**config.mk**
```make
export PLATFORM = sky130hd
export DESIGN_NAME = dual_channel_adc_poll_sequencer
export DESIGN_NICKNAME = d
export VERILOG_FILES = /design/src/hw/rtl/dcps_pkg.sv /design/src/hw/rtl/dual_channel_adc_poll_sequencer.sv /design/src/hw/rtl/dcps_cfg_regs.sv /design/src/hw/rtl/dcps_step.sv /design/src/hw/rtl/dcps_out_queue.sv
export SDC_FILE = /design/constraint.sdc
export NUM_CORES = 1
export LEC_CHECK = 0
export ABC_AREA = 1
export ABC_CLOCK_PERIOD_IN_PS = 2600
export BUFFER_PORTS_ARGS = -buffer_cell sky130_fd_sc_hd__buf_2
export CAP_MARGIN = 10
export CORE_MARGIN = 2
export CORE_UTILIZATION = 45
export CTS_CLUSTER_DIAMETER = 150
export DETAILED_ROUTE_END_ITERATION = 16
export HOLD_SLACK_MARGIN = 0.05
export PLACE_DENSITY = 0.69
export REMOVE_ABC_BUFFERS = 1
export SLEW_MARGIN = 0
export SYNTH_ARGS = -nofsm -noshare
export SYNTH_HDL_FRONTEND = slang
export SYNTH_SLANG_ARGS = --single-unit
export TNS_END_PERCENT = 10
```
**constraint.sdc**
```tcl
create_clock -name aclk -period 2.6 [get_ports aclk]
set_input_delay 0.26 -clock aclk [delete_from_list [all_inputs] [get_ports aclk]]
set_output_delay 0.26 -clock aclk [all_outputs]
set_load 0.03 [all_outputs]
```
**src/hw/rtl/dcps_pkg.sv**
```systemverilog
// Shared types and constants for the dual channel converter poll sequencer.
`timescale 1ns / 1ps
`default_nettype none

package dcps_pkg;

    typedef enum logic [1:0] {
        KIND_NONE,
        KIND_WRITE,
        KIND_READ,
        KIND_UPDATE
    } kind_t;

    typedef struct packed {
        logic        enabled;
        logic [6:0]  device_addr;
        logic [15:0] chan1_config;
        logic [15:0] chan2_config;
    } cfg_t;

    typedef struct packed {
        kind_t       kind;
        logic [6:0]  slave_addr;
        logic [1:0]  byte_count;
        logic [7:0]  tx_byte0;
        logic [7:0]  tx_byte1;
        logic [7:0]  tx_byte2;
        logic [1:0]  reg_offset;
        logic [15:0] reg_value;
        logic        bus_released;
        logic        last;
    } res_t;

    // register indexes on the config port
    localparam logic [7:0] REG_ENABLED      = 8'd0;
    localparam logic [7:0] REG_DEVICE_ADDR  = 8'd1;
    localparam logic [7:0] REG_CHAN1_CONFIG = 8'd2;
    localparam logic [7:0] REG_CHAN2_CONFIG = 8'd3;

    localparam logic        RST_ENABLED      = 1'b1;
    localparam logic [6:0]  RST_DEVICE_ADDR  = 7'h48;
    localparam logic [15:0] RST_CHAN1_CONFIG = 16'h8303;
    localparam logic [15:0] RST_CHAN2_CONFIG = 16'hB303;

    // sub-steps within one channel's conversion
    localparam logic [2:0] SUB_START    = 3'd0;
    localparam logic [2:0] SUB_RELEASE  = 3'd1;
    localparam logic [2:0] SUB_READ_CFG = 3'd2;
    localparam logic [2:0] SUB_CHECK    = 3'd3;
    localparam logic [2:0] SUB_POINT    = 3'd4;
    localparam logic [2:0] SUB_READ_CNV = 3'd5;
    localparam logic [2:0] SUB_STORE    = 3'd6;

    localparam logic [3:0] CHAN2_BASE = 4'd7;
    localparam logic [3:0] LAST_STEP  = 4'd13;

    localparam logic [1:0] OFF_CHAN1 = 2'd0;
    localparam logic [1:0] OFF_CHAN2 = 2'd1;
    localparam logic [1:0] OFF_COUNT = 2'd2;

    localparam logic [1:0] CNT_CFG_WRITE = 2'd3;
    localparam logic [1:0] CNT_PTR_WRITE = 2'd1;
    localparam logic [1:0] CNT_READ      = 2'd2;

    localparam logic [7:0] CFG_POINTER  = 8'h01;
    localparam logic [7:0] CONV_POINTER = 8'h00;
    localparam int         READY_BIT    = 7;

    localparam int QDEPTH = 4;
    localparam int QPTR_W = $clog2(QDEPTH);
    localparam int QCNT_W = $clog2(QDEPTH + 1);

endpackage

`default_nettype wire

```
**src/hw/rtl/dual_channel_adc_poll_sequencer.sv**
```systemverilog
// Top level: poll input register, config registers, sequencer step logic and result queue.
// A poll request accepted into the input register is stepped once the result queue
//   has room; its results are written into the queue and show on the m_ side from then on.
// Throughput: one poll per cycle while the result queue has room; a store step emits
//   two results, drained one per cycle while m_tready is high.
// Reset: sequence at channel one start, not-ready count 0, config to defaults.
`timescale 1ns / 1ps
`default_nettype none

module dual_channel_adc_poll_sequencer (
    input  wire         aclk,
    input  wire         aresetn,
    // config write channel
    input  wire         cfg_valid,
    output logic        cfg_ready,
    input  wire [7:0]   cfg_index,
    input  wire [15:0]  cfg_data,
    // poll requests
    input  wire         s_tvalid,
    output logic        s_tready,
    input  wire [15:0]  s_tdata,   // rx_high[7:0], rx_low[15:8]
    input  wire [0:0]   s_tuser,   // transfer_done[0]
    // results
    output logic        m_tvalid,
    input  wire         m_tready,
    output logic [55:0] m_tdata,   // slave_addr[6:0], byte_count[8:7], tx_byte0[16:9],
                                   // tx_byte1[24:17], tx_byte2[32:25], reg_offset[34:33],
                                   // reg_value[50:35], bus_released[51], zero[55:52]
    output logic [1:0]  m_tuser,   // kind[1:0]
    output logic        m_tlast
);
    import dcps_pkg::*;

    cfg_t       cfg;
    res_t       res0;
    res_t       res1;
    res_t       head;
    logic [1:0] res_count;
    logic       room;
    logic       consume;

    logic       in_valid_reg;
    logic       in_done_reg;
    logic [7:0] in_high_reg;
    logic [7:0] in_low_reg;

    assign cfg_ready = 1'b1;
    assign consume   = in_valid_reg && room;
    assign s_tready  = !in_valid_reg || room;

    always_ff @(posedge aclk) begin
        if (!aresetn) begin
            in_valid_reg <= 1'b0;
        end else if (s_tready) begin
            in_valid_reg <= s_tvalid;
        end
    end

    always_ff @(posedge aclk) begin
        if (s_tready && s_tvalid) begin
            in_done_reg <= s_tuser[0];
            in_high_reg <= s_tdata[7:0];
            in_low_reg  <= s_tdata[15:8];
        end
    end

    dcps_cfg_regs u_cfg (
        .aclk     (aclk),
        .aresetn  (aresetn),
        .wr_en    (cfg_valid && cfg_ready),
        .wr_index (cfg_index),
        .wr_data  (cfg_data),
        .cfg      (cfg)
    );

    dcps_step u_step (
        .aclk          (aclk),
        .aresetn       (aresetn),
        .fire          (consume),
        .transfer_done (in_done_reg),
        .rx_high       (in_high_reg),
        .rx_low        (in_low_reg),
        .cfg           (cfg),
        .res0          (res0),
        .res1          (res1),
        .res_count     (res_count)
    );

    dcps_out_queue u_queue (
        .aclk       (aclk),
        .aresetn    (aresetn),
        .push_count (res_count),
        .push0      (res0),
        .push1      (res1),
        .room       (room),
        .out_valid  (m_tvalid),
        .out_ready  (m_tready),
        .out_res    (head)
    );

    assign m_tdata = {4'b0000, head.bus_released, head.reg_value, head.reg_offset,
                      head.tx_byte2, head.tx_byte1, head.tx_byte0,
                      head.byte_count, head.slave_addr};
    assign m_tuser = head.kind;
    assign m_tlast = head.last;

endmodule

`default_nettype wire

```
**src/hw/rtl/dcps_cfg_regs.sv**
```systemverilog
// Configuration register bank for the poll sequencer.
`timescale 1ns / 1ps
`default_nettype none

module dcps_cfg_regs (
    input  wire               aclk,
    input  wire               aresetn,
    input  wire               wr_en,
    input  wire [7:0]         wr_index,
    input  wire [15:0]        wr_data,
    output dcps_pkg::cfg_t    cfg
);
    import dcps_pkg::*;

    cfg_t cfg_reg;
    cfg_t cfg_next;

    always_comb begin
        cfg_next = cfg_reg;
        if (wr_en) begin
            case (wr_index)
                REG_ENABLED:      cfg_next.enabled      = wr_data[0];
                REG_DEVICE_ADDR:  cfg_next.device_addr  = wr_data[6:0];
                REG_CHAN1_CONFIG: cfg_next.chan1_config = wr_data;
                REG_CHAN2_CONFIG: cfg_next.chan2_config = wr_data;
                default: begin
                end
            endcase
        end
    end

    always_ff @(posedge aclk) begin
        if (!aresetn) begin
            cfg_reg.enabled      <= RST_ENABLED;
            cfg_reg.device_addr  <= RST_DEVICE_ADDR;
            cfg_reg.chan1_config <= RST_CHAN1_CONFIG;
            cfg_reg.chan2_config <= RST_CHAN2_CONFIG;
        end else begin
            cfg_reg <= cfg_next;
        end
    end

    assign cfg = cfg_reg;

endmodule

`default_nettype wire

```
**src/hw/rtl/dcps_step.sv**
```systemverilog
// Sequence state and per-poll result generation.
`timescale 1ns / 1ps
`default_nettype none

module dcps_step (
    input  wire                  aclk,
    input  wire                  aresetn,
    input  wire                  fire,
    input  wire                  transfer_done,
    input  wire [7:0]            rx_high,
    input  wire [7:0]            rx_low,
    input  wire dcps_pkg::cfg_t  cfg,
    output dcps_pkg::res_t       res0,
    output dcps_pkg::res_t       res1,
    output logic [1:0]           res_count
);
    import dcps_pkg::*;

    logic [3:0]  step_reg;
    logic [3:0]  step_next;
    logic [15:0] count_reg;
    logic [15:0] count_next;

    logic [3:0]  step_n;
    logic        ch;
    logic [2:0]  sub;
    logic [3:0]  base;
    logic [15:0] cfg_word;

    always_comb begin
        step_n   = (step_reg > LAST_STEP) ? 4'd0 : step_reg;
        ch       = (step_n >= CHAN2_BASE);
        sub      = ch ? 3'(step_n - CHAN2_BASE) : step_n[2:0];
        base     = ch ? CHAN2_BASE : 4'd0;
        cfg_word = ch ? cfg.chan2_config : cfg.chan1_config;

        res0       = '0;
        res1       = '0;
        res_count  = 2'd0;
        step_next  = step_reg;
        count_next = count_reg;

        if (fire && transfer_done && cfg.enabled) begin
            res_count = 2'd1;
            res0.last = 1'b1;
            case (sub)
                SUB_START: begin
                    count_next      = 16'd0;
                    res0.kind       = KIND_WRITE;
                    res0.slave_addr = cfg.device_addr;
                    res0.byte_count = CNT_CFG_WRITE;
                    res0.tx_byte0   = CFG_POINTER;
                    res0.tx_byte1   = cfg_word[15:8];
                    res0.tx_byte2   = cfg_word[7:0];
                    step_next       = base + {1'b0, SUB_RELEASE};
                end
                SUB_RELEASE: begin
                    res0.bus_released = 1'b1;
                    step_next         = base + {1'b0, SUB_READ_CFG};
                end
                SUB_READ_CFG, SUB_READ_CNV: begin
                    res0.kind       = KIND_READ;
                    res0.slave_addr = cfg.device_addr;
                    res0.byte_count = CNT_READ;
                    step_next       = base + {1'b0, 3'(sub + 3'd1)};
                end
                SUB_CHECK: begin
                    res0.bus_released = 1'b1;
                    if (rx_high[READY_BIT]) begin
                        step_next = base + {1'b0, SUB_POINT};
                    end else begin
                        count_next = count_reg + 16'd1;
                        step_next  = base + {1'b0, SUB_READ_CFG};
                    end
                end
                SUB_POINT: begin
                    res0.kind       = KIND_WRITE;
                    res0.slave_addr = cfg.device_addr;
                    res0.byte_count = CNT_PTR_WRITE;
                    res0.tx_byte0   = CONV_POINTER;
                    step_next       = base + {1'b0, SUB_READ_CNV};
                end
                default: begin
                    // store: channel value, then not-ready count
                    res_count         = 2'd2;
                    res0.kind         = KIND_UPDATE;
                    res0.reg_offset   = ch ? OFF_CHAN2 : OFF_CHAN1;
                    res0.reg_value    = {rx_high, rx_low};
                    res0.bus_released = 1'b1;
                    res0.last         = 1'b0;
                    res1.kind         = KIND_UPDATE;
                    res1.reg_offset   = OFF_COUNT;
                    res1.reg_value    = count_reg;
                    res1.bus_released = 1'b1;
                    res1.last         = 1'b1;
                    step_next         = ch ? 4'd0 : CHAN2_BASE;
                end
            endcase
        end
    end

    always_ff @(posedge aclk) begin
        if (!aresetn) begin
            step_reg  <= 4'd0;
            count_reg <= 16'd0;
        end else begin
            step_reg  <= step_next;
            count_reg <= count_next;
        end
    end

endmodule

`default_nettype wire

```
**src/hw/rtl/dcps_out_queue.sv**
```systemverilog
// Small result queue taking up to two results per cycle, draining one while out_ready is high.
`timescale 1ns / 1ps
`default_nettype none

module dcps_out_queue (
    input  wire                  aclk,
    input  wire                  aresetn,
    input  wire [1:0]            push_count,
    input  wire dcps_pkg::res_t  push0,
    input  wire dcps_pkg::res_t  push1,
    output logic                 room,
    output logic                 out_valid,
    input  wire                  out_ready,
    output dcps_pkg::res_t       out_res
);
    import dcps_pkg::*;

    res_t              mem [QDEPTH];
    logic [QPTR_W-1:0] wr_ptr_reg;
    logic [QPTR_W-1:0] wr_ptr_next;
    logic [QPTR_W-1:0] wr_ptr_inc;
    logic [QPTR_W-1:0] rd_ptr_reg;
    logic [QPTR_W-1:0] rd_ptr_next;
    logic [QCNT_W-1:0] count_reg;
    logic [QCNT_W-1:0] count_next;
    logic              pop;

    always_comb begin
        pop         = out_valid && out_ready;
        wr_ptr_inc  = wr_ptr_reg + QPTR_W'(1);
        wr_ptr_next = wr_ptr_reg + QPTR_W'(push_count);
        rd_ptr_next = rd_ptr_reg + QPTR_W'(pop);
        count_next  = count_reg + QCNT_W'(push_count) - QCNT_W'(pop);
    end

    assign room      = (count_reg <= QCNT_W'(QDEPTH - 2));
    assign out_valid = (count_reg != '0);
    assign out_res   = mem[rd_ptr_reg];

    always_ff @(posedge aclk) begin
        if (push_count != 2'd0) begin
            mem[wr_ptr_reg] <= push0;
        end
        if (push_count == 2'd2) begin
            mem[wr_ptr_inc] <= push1;
        end
    end

    always_ff @(posedge aclk) begin
        if (!aresetn) begin
            wr_ptr_reg <= '0;
            rd_ptr_reg <= '0;
            count_reg  <= '0;
        end else begin
            wr_ptr_reg <= wr_ptr_next;
            rd_ptr_reg <= rd_ptr_next;
            count_reg  <= count_next;
        end
    end

endmodule

`default_nettype wire
```
; After elaboration in Yosys (flattened, before gate mapping)
; Memories as Yosys holds them, arrays and structs flattened. A register that Yosys moved wholly into a read port is not among the register bits.
; Cells that the tools add are included.
[classes]
addsub = 13
magnitude_cmp = 3
n_eq_ne = 10
n_mux = 29
reduce_logical = 22
[op_table]
columns = op, n
row1 = 2-to-1 mux 55 bit, 1
row2 = 2-to-1 mux 16 bit, 3
row3 = 2-to-1 mux 20 bit, 2
row4 = case mux 16 bit (2 select lines), 1
row5 = case mux 9 bit (3 select lines), 1
row6 = case mux 4 bit (5 select lines), 1
row7 = 2-to-1 mux 18 bit, 1
row8 = adder 16 x 1 -> 16 bit (second input constant), 1
row9 = equality test 8 x 2 -> 1 bit (second input constant), 2
row10 = 2-to-1 mux 2 bit, 5
row11 = 2-to-1 mux 3 bit, 3
row12 = adder 4 x 3 -> 4 bit (second input constant), 2
row13 = equality test 8 x 1 -> 1 bit (second input constant), 1
row14 = logical NOT 8 bit, 1
row15 = 2-to-1 mux 1 bit, 8
row16 = 2-to-1 mux 4 bit, 2
row17 = AND reduction 2 bit, 4
row18 = equality test 3 x 2 -> 1 bit (second input constant), 2
row19 = equality test 3 bit (second input constant), 2
row20 = case mux 2 bit (3 select lines), 1
row21 = OR reduction 2 bit, 3
row22 = OR reduction 6 bit, 1
row23 = logical AND 1 bit, 5
row24 = adder 4 x 1 -> 4 bit (second input constant), 1
row25 = other kinds (22), 23
[word_totals]
regBits = 85
ramBits = 220
in_bits = 46
wordCells = 91
memories = 1
[memory_table]
columns = memory, depth, width, rd, rd_ports_with_merged_regs, write_ports, line
row1 = u_queue.mem, 4, 55, 1, 1, 2, dcps_out_queue.sv:18  ; res_t mem [QDEPTH];

; Longest topological paths before layout
; Gate-level depths: netlist (run 1).
[depth]
ltp_word = 11
ltp_mapped = 21
depth_no_buf = 21

; Hierarchy
; Synthesis (run 1) repeated with hierarchy kept, for this count alone.
[unflattened]
hier_cells = 1834
hier_area_um2 = 15753.9
[by_module_without_submodules]
columns = module, n_inst, cells_each, area_per_inst_um2
row1 = dcps_out_queue, 1, 1140, 11006.8
row2 = dcps_step, 1, 429, 2464.9
row3 = dcps_cfg_regs, 1, 232, 1667.8
row4 = dual_channel_adc_poll_sequencer, 1, 33, 614.3

; Least setup slack after synthesis (run 1)
; No wires, ideal clock.
[synth_timing]
path_kind = register to register
from = register u_step.step_reg[2]
to = register u_queue.count_reg[2]
setup_ns = 0.128
arrival_time_ns = 2.771
t_required_ns = 2.472
path_slack_ns = -0.298
path_stages_with_launch = 19
period_less_slack_ns = 2.898
cell_sequence = dfxtp_1 > nand3_2 > nand2_1 > inv_1 > ha_1 > nand2_1 > nand2_2 > inv_1 > nand2_1 > nand2_1 > nand2_4 > nor2_4 > buf_2 > inv_1 > ha_1 > fa_1 > xor2_1 > inv_1 > nor2_1
[synth_via]
elab_chain_cells = 10
[synth_lines]
columns = item, line
row1 = "start, declared", dcps_step.sv:19  ; logic [3:0] step_reg;
row2 = "start signal, assigned", dcps_step.sv:107  ; step_reg <= step_next;
row3 = greater-than comparator 4 bit, dcps_step.sv:31  ; step_n = (step_reg > LAST_STEP) ? 4'd0 : step_reg;
row4 = 2-to-1 mux 4 bit *, dcps_step.sv:31
row5 = greater-or-equal comparator 4 x 3 -> 1 bit or subtractor 3 bit (tied branches), "dcps_step.sv:32, dcps_step.sv:33"
row6 = 2-to-1 mux 3 bit *, dcps_step.sv:33  ; sub = ch ? 3'(step_n - CHAN2_BASE) : step_n[2:0];
row7 = "equality test 3 x 1 -> 1 bit, or another cell as far along", dcps_step.sv:46  ; case (sub)
row8 = OR reduction 6 bit (no source line) *, -
row9 = 2-to-1 mux 2 bit *, dcps_step.sv:46
row10 = 2-to-1 mux 2 bit *, dcps_step.sv:43  ; if (fire && transfer_done && cfg.enabled) begin
row11 = adder 3 x 2 -> 3 bit *, dcps_out_queue.sv:33  ; count_next = count_reg + QCNT_W'(push_count) - QCNT_W'(pop);
row12 = subtractor 3 x 1 -> 3 bit *, dcps_out_queue.sv:33
row13 = "end signal, assigned", dcps_out_queue.sv:57  ; count_reg <= count_next;
row14 = "end, declared", dcps_out_queue.sv:24  ; logic [QCNT_W-1:0] count_reg;
; Mark *: on every way between the ends. The rest lies on a longest branch, timed or not.
; A chain may end at the register's enable or synchronous reset.

; Final worst setup path (run 1)
; Ends and elaborated chain as after synthesis.

==> impl_metrics.env, run 1 <==
export IMPL_layout_common_cells="280 x nand2_1, 200 x nor2_1, 172 x dfxtp_1"
export IMPL_reg2reg_depth=20
export IMPL_slew_viol_final=0
export IMPL_critPathLaunch="u_step.step_reg[2]"
export IMPL_synth_avg_cell_area_sq_um=8.40
export IMPL_timing_rr_end="u_queue.count_reg[2]"
export IMPL_ir_worst_vdd_mv=0.434
export IMPL_synth_edf_count=101
export IMPL_cts_max_level=1
export IMPL_fin_crit_sh=0.963
export IMPL_placed_area_sq_mm=0.0131
export IMPL_rr_startpoint="u_step.step_reg[2]"
export IMPL_hold_path_startpoint="cfg_valid"
export IMPL_yosys_warnings=0
export IMPL_drt_initial_drc_count=992
export IMPL_die_w_um=169
export IMPL_cap_violations=0
export IMPL_cp_end_kind="flop"
export IMPL_final_area_sq_mm=0.0147
export IMPL_clockRootBuffer="clkbuf_16"
export IMPL_fillCellCount=2395
export IMPL_cellPowerDensity_mw_per_mm2=865
export IMPL_path_class="reg -> reg"
export IMPL_via_per_inst=5.45
export IMPL_min_delay_worst_endpoint="u_cfg.cfg[39]"
export IMPL_layout_min_cycle_time_ns=2.50
export IMPL_finalHoldViolCount=0
export IMPL_yosysUniqueCellTypes=39
export IMPL_dp_hpwl_um=19700
export IMPL_grt_met1_usage=0.303
export IMPL_grt_use_met2=0.357
export IMPL_io_buffers=95
export IMPL_skew_ns=0.0102
export IMPL_start_util=0.456
export IMPL_clk_latency_ns=0.55
export IMPL_run_status="finished clean"
export IMPL_cts_tree="built"
export IMPL_die_h_um=169
export IMPL_synth_ff_type="dfxtp_1"
export IMPL_hold_depth=5
export IMPL_cts_buffers=28
export IMPL_path_cells="nand3_4 -> nand2_4 -> inv_2 -> ha_4 -> nand2_4 -> nand2_4 -> nand3_2 -> nand2_2 -> nand2_4 -> inv_4 -> nor2_4 -> inv_2 -> ha_4 -> inv_2 -> ha_4 -> inv_2 -> fa_2 -> xor2_1 -> inv_1 -> nor2_1"
export IMPL_first_global_vias=10042
export IMPL_cp_required_ns=3.01
export IMPL_ant_nets=0
export IMPL_r2r_slack_ns=0.1
export IMPL_grt_max_degree=98
export IMPL_area_growth_pct=20.2
export IMPL_wl_per_cell_um=16.5
export IMPL_die_area_sq_mm=0.0285
export IMPL_routabilityCongestion=0.865
export IMPL_cp_slowest_stage_delay_ns=0.36
export IMPL_drtPass1Iterations=5
export IMPL_worst_path_max_delay_cell="dfxtp_2"
export IMPL_vias=10605
export IMPL_track_usage=0.221
export IMPL_n_antenna_cell=0
export IMPL_final_common_cell="nand2_1"
export IMPL_netlist_instances=1454
export IMPL_leakage_nw=5.50
export IMPL_holdCritPathClass="in -> reg"
export IMPL_routed_wl_um=32200
export IMPL_largest_reg_flops=192
export IMPL_antenna_found_initial=0
export IMPL_relSlewSlack=0.520
export IMPL_critPathTopFamily="adder cells"
export IMPL_critical_path_buf_inv_count=6
export IMPL_rows=60
export IMPL_placeableCoreArea_sq_mm=0.0268
export IMPL_netlist_area_sq_mm=0.0122
export IMPL_crit_arrival_ns=2.91
export IMPL_cp_start_kind="flop"
export IMPL_fmax_mhz=400
export IMPL_clock_sinks=277
export IMPL_tightest_slew_ns=0.719
export IMPL_overflow=0
export IMPL_use_met3=0.0292
export IMPL_grt_busiest_layer="met2"
export IMPL_cp_depth=20
export IMPL_drive_above_1_share=0.168
export IMPL_async_flop_share=0
export IMPL_final_nets=1640
export IMPL_synth_seq_cells=277
export IMPL_ios=108
export IMPL_seq_area_frac_synth=0.537
export IMPL_clkTransAtPathRegs_ns=0.06
export IMPL_grt_first_pass_wirelength_um=51100
export IMPL_cts_max_path_buffers=3
export IMPL_fin_tns_setup_ns=0
export IMPL_remaining_drc_errors=0
export IMPL_critPathMaxFanout=4
export IMPL_setup_violations=0
-- metal layers --
| metal | vias up | wire, um |
|---|---|---|
| li1 | 5232 | - |
| met1 | 4952 | 14000 |
| met2 | 361 | 15000 |
| met3 | 60 | 2200 |
| met4 | 0 | 993 |
| met5 | - | 0 |
-- how the worst max path moves through the flow --
stage                            to  slack (ns)
2_1_floorplan            m_tdata[0]       -1.38
3_3_place_gp   u_queue.count_reg[2]       -0.04
3_5_place_dp   u_queue.count_reg[2]       -0.12
4_1_cts        u_queue.count_reg[2]       0.002
5_1_grt        u_queue.count_reg[2]       -0.02
6_report       u_queue.count_reg[2]         0.1
-- stage by stage --
stage	power (mW)	util	setup WS [ns]	hold slack, ns	std cells
after global placement	8.26	0.490	-0.0362	0.433	1854
after global routing	13.3	0.548	-0.0218	0.194	1946
after CTS	12.7	0.543	0.00209	0.101	1942
after floorplan	7.14	-	-1.38	0.344	1359
after detailed placement	8.29	0.490	-0.123	0.439	1854
final	12.7	0.548	0.0973	0.104	1946
-- final cells by class --
type                    instances  area (sq um)  area share
inverters                      58           226      0.0154
flip-flops and latches        277          6560       0.447
clock buffers                  33           759      0.0517
clock inverters                19           262      0.0178
repair buffers                194          1380      0.0939
multi-input cells            1024          5060       0.345
well taps                     341           427      0.0291
-- report_power, final --
part | total, mW | switching [mW] | internal [mW]
logic | 3.49 | 2.46 | 1.03
registers | 4.84 | 0.127 | 4.71
clock network | 4.37 | 1.68 | 2.68
-- worst register-to-register path, delay by kind of cell, from the launching register on --
family / cells / cell delay [ns]
buffers and inverters: 6 / 0.29
xor gates and xnor gates: 1 / 0.16
adders and majority gates: 4 / 0.83
DFF: 1 / 0.36
and+or+nand+nor: 9 / 0.71
-- cells by family after synthesis --
kind of cell | after synthesis | synth area share
adder cells (fa/ha/maj) | 11 | 0.0119
buffers and inverters | 163 | 0.0610
other | 2 | 0.000615
XOR/XNOR | 13 | 0.00932
AO/OA/AOI/OAI | 405 | 0.180
flip-flops | 277 | 0.537
AND/OR/NAND/NOR | 583 | 0.200
-- cells in the mapped netlist (3+ instances only) --
library cell | count | area share
nand2_1 | 285 | 0.088
nor2_1 | 201 | 0.062
dfxtp_1 | 176 | 0.29
o21ai_0 | 168 | 0.069
o22ai_1 | 111 | 0.057
edfxtp_1 | 101 | 0.25
o21ai_1 | 74 | 0.030
clkbuf_1 | 63 | 0.019
nand3_1 | 63 | 0.026
inv_1 | 42 | 0.013
a21oi_1 | 38 | 0.016
buf_4 | 16 | 0.0098
buf_2 | 14 | 0.0057
inv_2 | 12 | 0.0037
ha_1 | 10 | 0.010
o211ai_1 | 10 | 0.0061
xor2_1 | 10 | 0.0072
nand2_2 | 8 | 0.0041
buf_6 | 7 | 0.0065
buf_1 | 5 | 0.0015
nor2_2 | 4 | 0.0020
clkinv_1 | 3 | 0.00092
nand2_4 | 3 | 0.0028
nor2_4 | 3 | 0.0028
nor3b_1 | 3 | 0.0018
o21bai_1 | 3 | 0.0018
xnor2_1 | 3 | 0.0022
-- what timing repair did --
action | 4_1_cts | 5_1_grt
setup endpoints to repair | 2 | 57
hold buffers | 36 | 0
pin swaps | 2 | 11
buffers inserted | 0 | 4
endpoints found under the hold margin | 53 | 0
gates resized for setup | 9 | 26
(Power assumes the default switching activity.)
==> inputs of run 2 (changes only) <==
--- a/config.mk
+++ b/config.mk
@@ -10,11 +10,11 @@
 export BUFFER_PORTS_ARGS = -buffer_cell sky130_fd_sc_hd__buf_2
 export CAP_MARGIN = 10
 export CORE_MARGIN = 2
-export CORE_UTILIZATION = 45
+export CORE_UTILIZATION = 23
 export CTS_CLUSTER_DIAMETER = 150
 export DETAILED_ROUTE_END_ITERATION = 16
 export HOLD_SLACK_MARGIN = 0.05
-export PLACE_DENSITY = 0.69
+export PLACE_DENSITY = 0.43
 export REMOVE_ABC_BUFFERS = 1
 export SLEW_MARGIN = 0
 export SYNTH_ARGS = -nofsm -noshare
==> run 2 against run 1 <==
Sequential cell count unchanged. Cell area up 3.2%. Total power up 0.32%. Largest cell class unchanged. Largest power group unchanged.
==> impl_metrics.env, run 2 (synthesis gave the netlist of run 1 again) <==
export IMPL_run_status="finished clean"
export IMPL_seqPwrFrac=0.383
export IMPL_reg2reg_depth=21
export IMPL_io_buffers=95
export IMPL_wl_met2_um=18800
export IMPL_path_class="reg -> reg"
export IMPL_placed_area_sq_mm=0.0137
export IMPL_clockRootBuffer="clkbuf_16"
export IMPL_grt_first_pass_wirelength_um=60100
export IMPL_fillCellCount=5660
export IMPL_vias=10647
export IMPL_cts_tree="built"
export IMPL_ir_worst_vdd_mv=0.454
export IMPL_r2r_slack_ns=0.02
export IMPL_fin_crit_sh=0.991
export IMPL_rsz0062_at_grt="true"
export IMPL_wl_met1_um=17800
export IMPL_final_common_cell="nand2_1"
export IMPL_fin_tns_setup_ns=0
export IMPL_layout_min_cycle_time_ns=2.58
export IMPL_drive_above_1_share=0.172
export IMPL_clk_latency_ns=0.57
export IMPL_via_per_inst=4.62
export IMPL_cp_required_ns=3.03
export IMPL_start_util=0.232
export IMPL_track_usage=0.142
export IMPL_routabilityCongestion=0.791
export IMPL_clkTransAtPathRegs_ns=0.06
export IMPL_dp_cells=2216
export IMPL_final_area_sq_mm=0.0151
export IMPL_overflow=0
export IMPL_layout_common_cells="280 x nand2_1, 200 x nor2_1, 172 x dfxtp_1"
export IMPL_critPathMaxFanout=3
export IMPL_crit_arrival_ns=3.00
export IMPL_skew_ns=0.0139
export IMPL_leakage_nw=5.53
export IMPL_setup_violations=0
export IMPL_ios=108
export IMPL_largest_reg_flops=192
export IMPL_final_nets=1655
export IMPL_die_w_um=234
export IMPL_p_sw_frac=0.356
export IMPL_routed_wl_um=39600
export IMPL_routed_top_layer="met4"
export IMPL_drtPass1Iterations=5
export IMPL_power_total_mw=12.7
export IMPL_first_global_vias=10278
export IMPL_hold_path_startpoint="cfg_data[0]"
export IMPL_wl_per_cell_um=17.1
export IMPL_drt_initial_drc_count=606
export IMPL_cts_buffers=30
export IMPL_clock_sinks=277
export IMPL_cellPowerDensity_mw_per_mm2=841
export IMPL_rr_startpoint="u_step.step_reg[1]"
export IMPL_cts_max_level=1
export IMPL_dp_hpwl_um=24400
export IMPL_holdCritPathClass="in -> reg"
export IMPL_cp_end_kind="flop"
export IMPL_placeableCoreArea_sq_mm=0.0526
export IMPL_cts_max_path_buffers=3
export IMPL_slew_viol_final=0
export IMPL_power_share_combinational=0.287
export IMPL_remaining_drc_errors=0
export IMPL_cap_violations=0
export IMPL_min_delay_worst_endpoint="u_cfg.cfg[32]"
export IMPL_wl_met3_um=2000
export IMPL_relSlewSlack=0.420
export IMPL_p_sw_mw=4.53
export IMPL_fin_cells=2307
export IMPL_die_h_um=234
export IMPL_hold_depth=3
export IMPL_fmax_mhz=388
export IMPL_finalHoldViolCount=0
export IMPL_tightest_slew_ns=0.869
export IMPL_die_area_sq_mm=0.0550
export IMPL_area_growth_pct=24.0
export IMPL_internal_power_mw=8.21
export IMPL_cp_start_kind="flop"
export IMPL_grt_max_degree=56
export IMPL_p_clk_frac=0.330
export IMPL_timing_rr_end="u_queue.count_reg[2]"
export IMPL_rows=84
export IMPL_ant_nets=0
export IMPL_antenna_found_initial=0
export IMPL_n_antenna_cell=0
run 2: cell count changes in the layout (fill, tap and decap cells not counted), sizes merged:
cell	previous run	this run
dlygate4sd3	36	35
clkinvlp	2	1
inv	55	56
bufinv	6	1
clkbuf	33	44
buf	158	172
clkinv	14	9
run 2: layout make-up:
class / count / area, sq um / share of cell area
clock inverter: 9 / 71.3 / 0.00471
multi-input combinational: 1024 / 5010 / 0.331
clock buffer: 44 / 885 / 0.0584
tap: 688 / 861 / 0.0568
timing repair buffer: 207 / 1530 / 0.101
sequential: 277 / 6560 / 0.433
inverter: 58 / 220 / 0.0145
run 2: what timing repair did:
action,CTS,global route
setup buffers,0,3
endpoints found under the setup margin,23,104
hold endpoints to repair,53,0
hold buffers,35,0
gates cloned,0,0
pin swaps,2,10
gates resized for setup,8,20
run 2: how the worst max path moves through the flow:
stage,slack (ns),cells past startpoint,startpoint,to
CTS,-0.02,18,u_step.step_reg[1],u_queue.count_reg[2]
global route,-0.17,21,u_step.step_reg[2],u_queue.count_reg[2]
global placement,-0.10,20,u_step.step_reg[2],u_queue.count_reg[2]
detailed placement,-0.14,18,u_step.step_reg[2],u_queue.count_reg[2]
floorplan,-1.38,3,u_queue.rd_ptr_reg[0],m_tdata[0]
finish,0.02,21,u_step.step_reg[1],u_queue.count_reg[2]
run 2: stage by stage:
stage                     worst slack [ns]  hold slack (ns)   util
after floorplan                      -1.38            0.344      -
after global placement              -0.105            0.434  0.261
after detailed placement            -0.141            0.439  0.261
after CTS                          -0.0152           0.0652  0.287
after global routing                -0.173           0.0886  0.288
final                               0.0224           0.0977  0.288
run 2: critical path, cell delays in order (launching register included):
cell	delay (ns)
dfxtp_2	0.36
buf_6	0.11
nand2_4	0.05
inv_2	0.07
ha_4	0.14
nand2_2	0.06
nand2_2	0.10
inv_2	0.05
nand2_2	0.06
nand2_2	0.07
nand2_4	0.07
inv_2	0.04
nor2_2	0.10
inv_1	0.05
ha_1	0.26
inv_1	0.06
ha_2	0.16
inv_2	0.04
fa_2	0.34
xor2_1	0.16
inv_1	0.06
nor2_1	0.03
run 2: power by group through the flow:
stage	logic, mW	clock network (mW)	registers, mW
5_1_grt	4.02	4.49	4.90
6_report	3.65	4.20	4.88
4_1_cts	3.71	4.33	4.88
2_1_floorplan	2.14	0	5.00
3_3_place_gp	3.64	0	4.97
3_5_place_dp	3.65	0	4.97
run 2: per-layer routing:
metal,up-vias,track usage
met5,-,0
met1,5059,0.187
li1,5256,-
met2,281,0.244
met4,0,0.0354
met3,51,0.0218
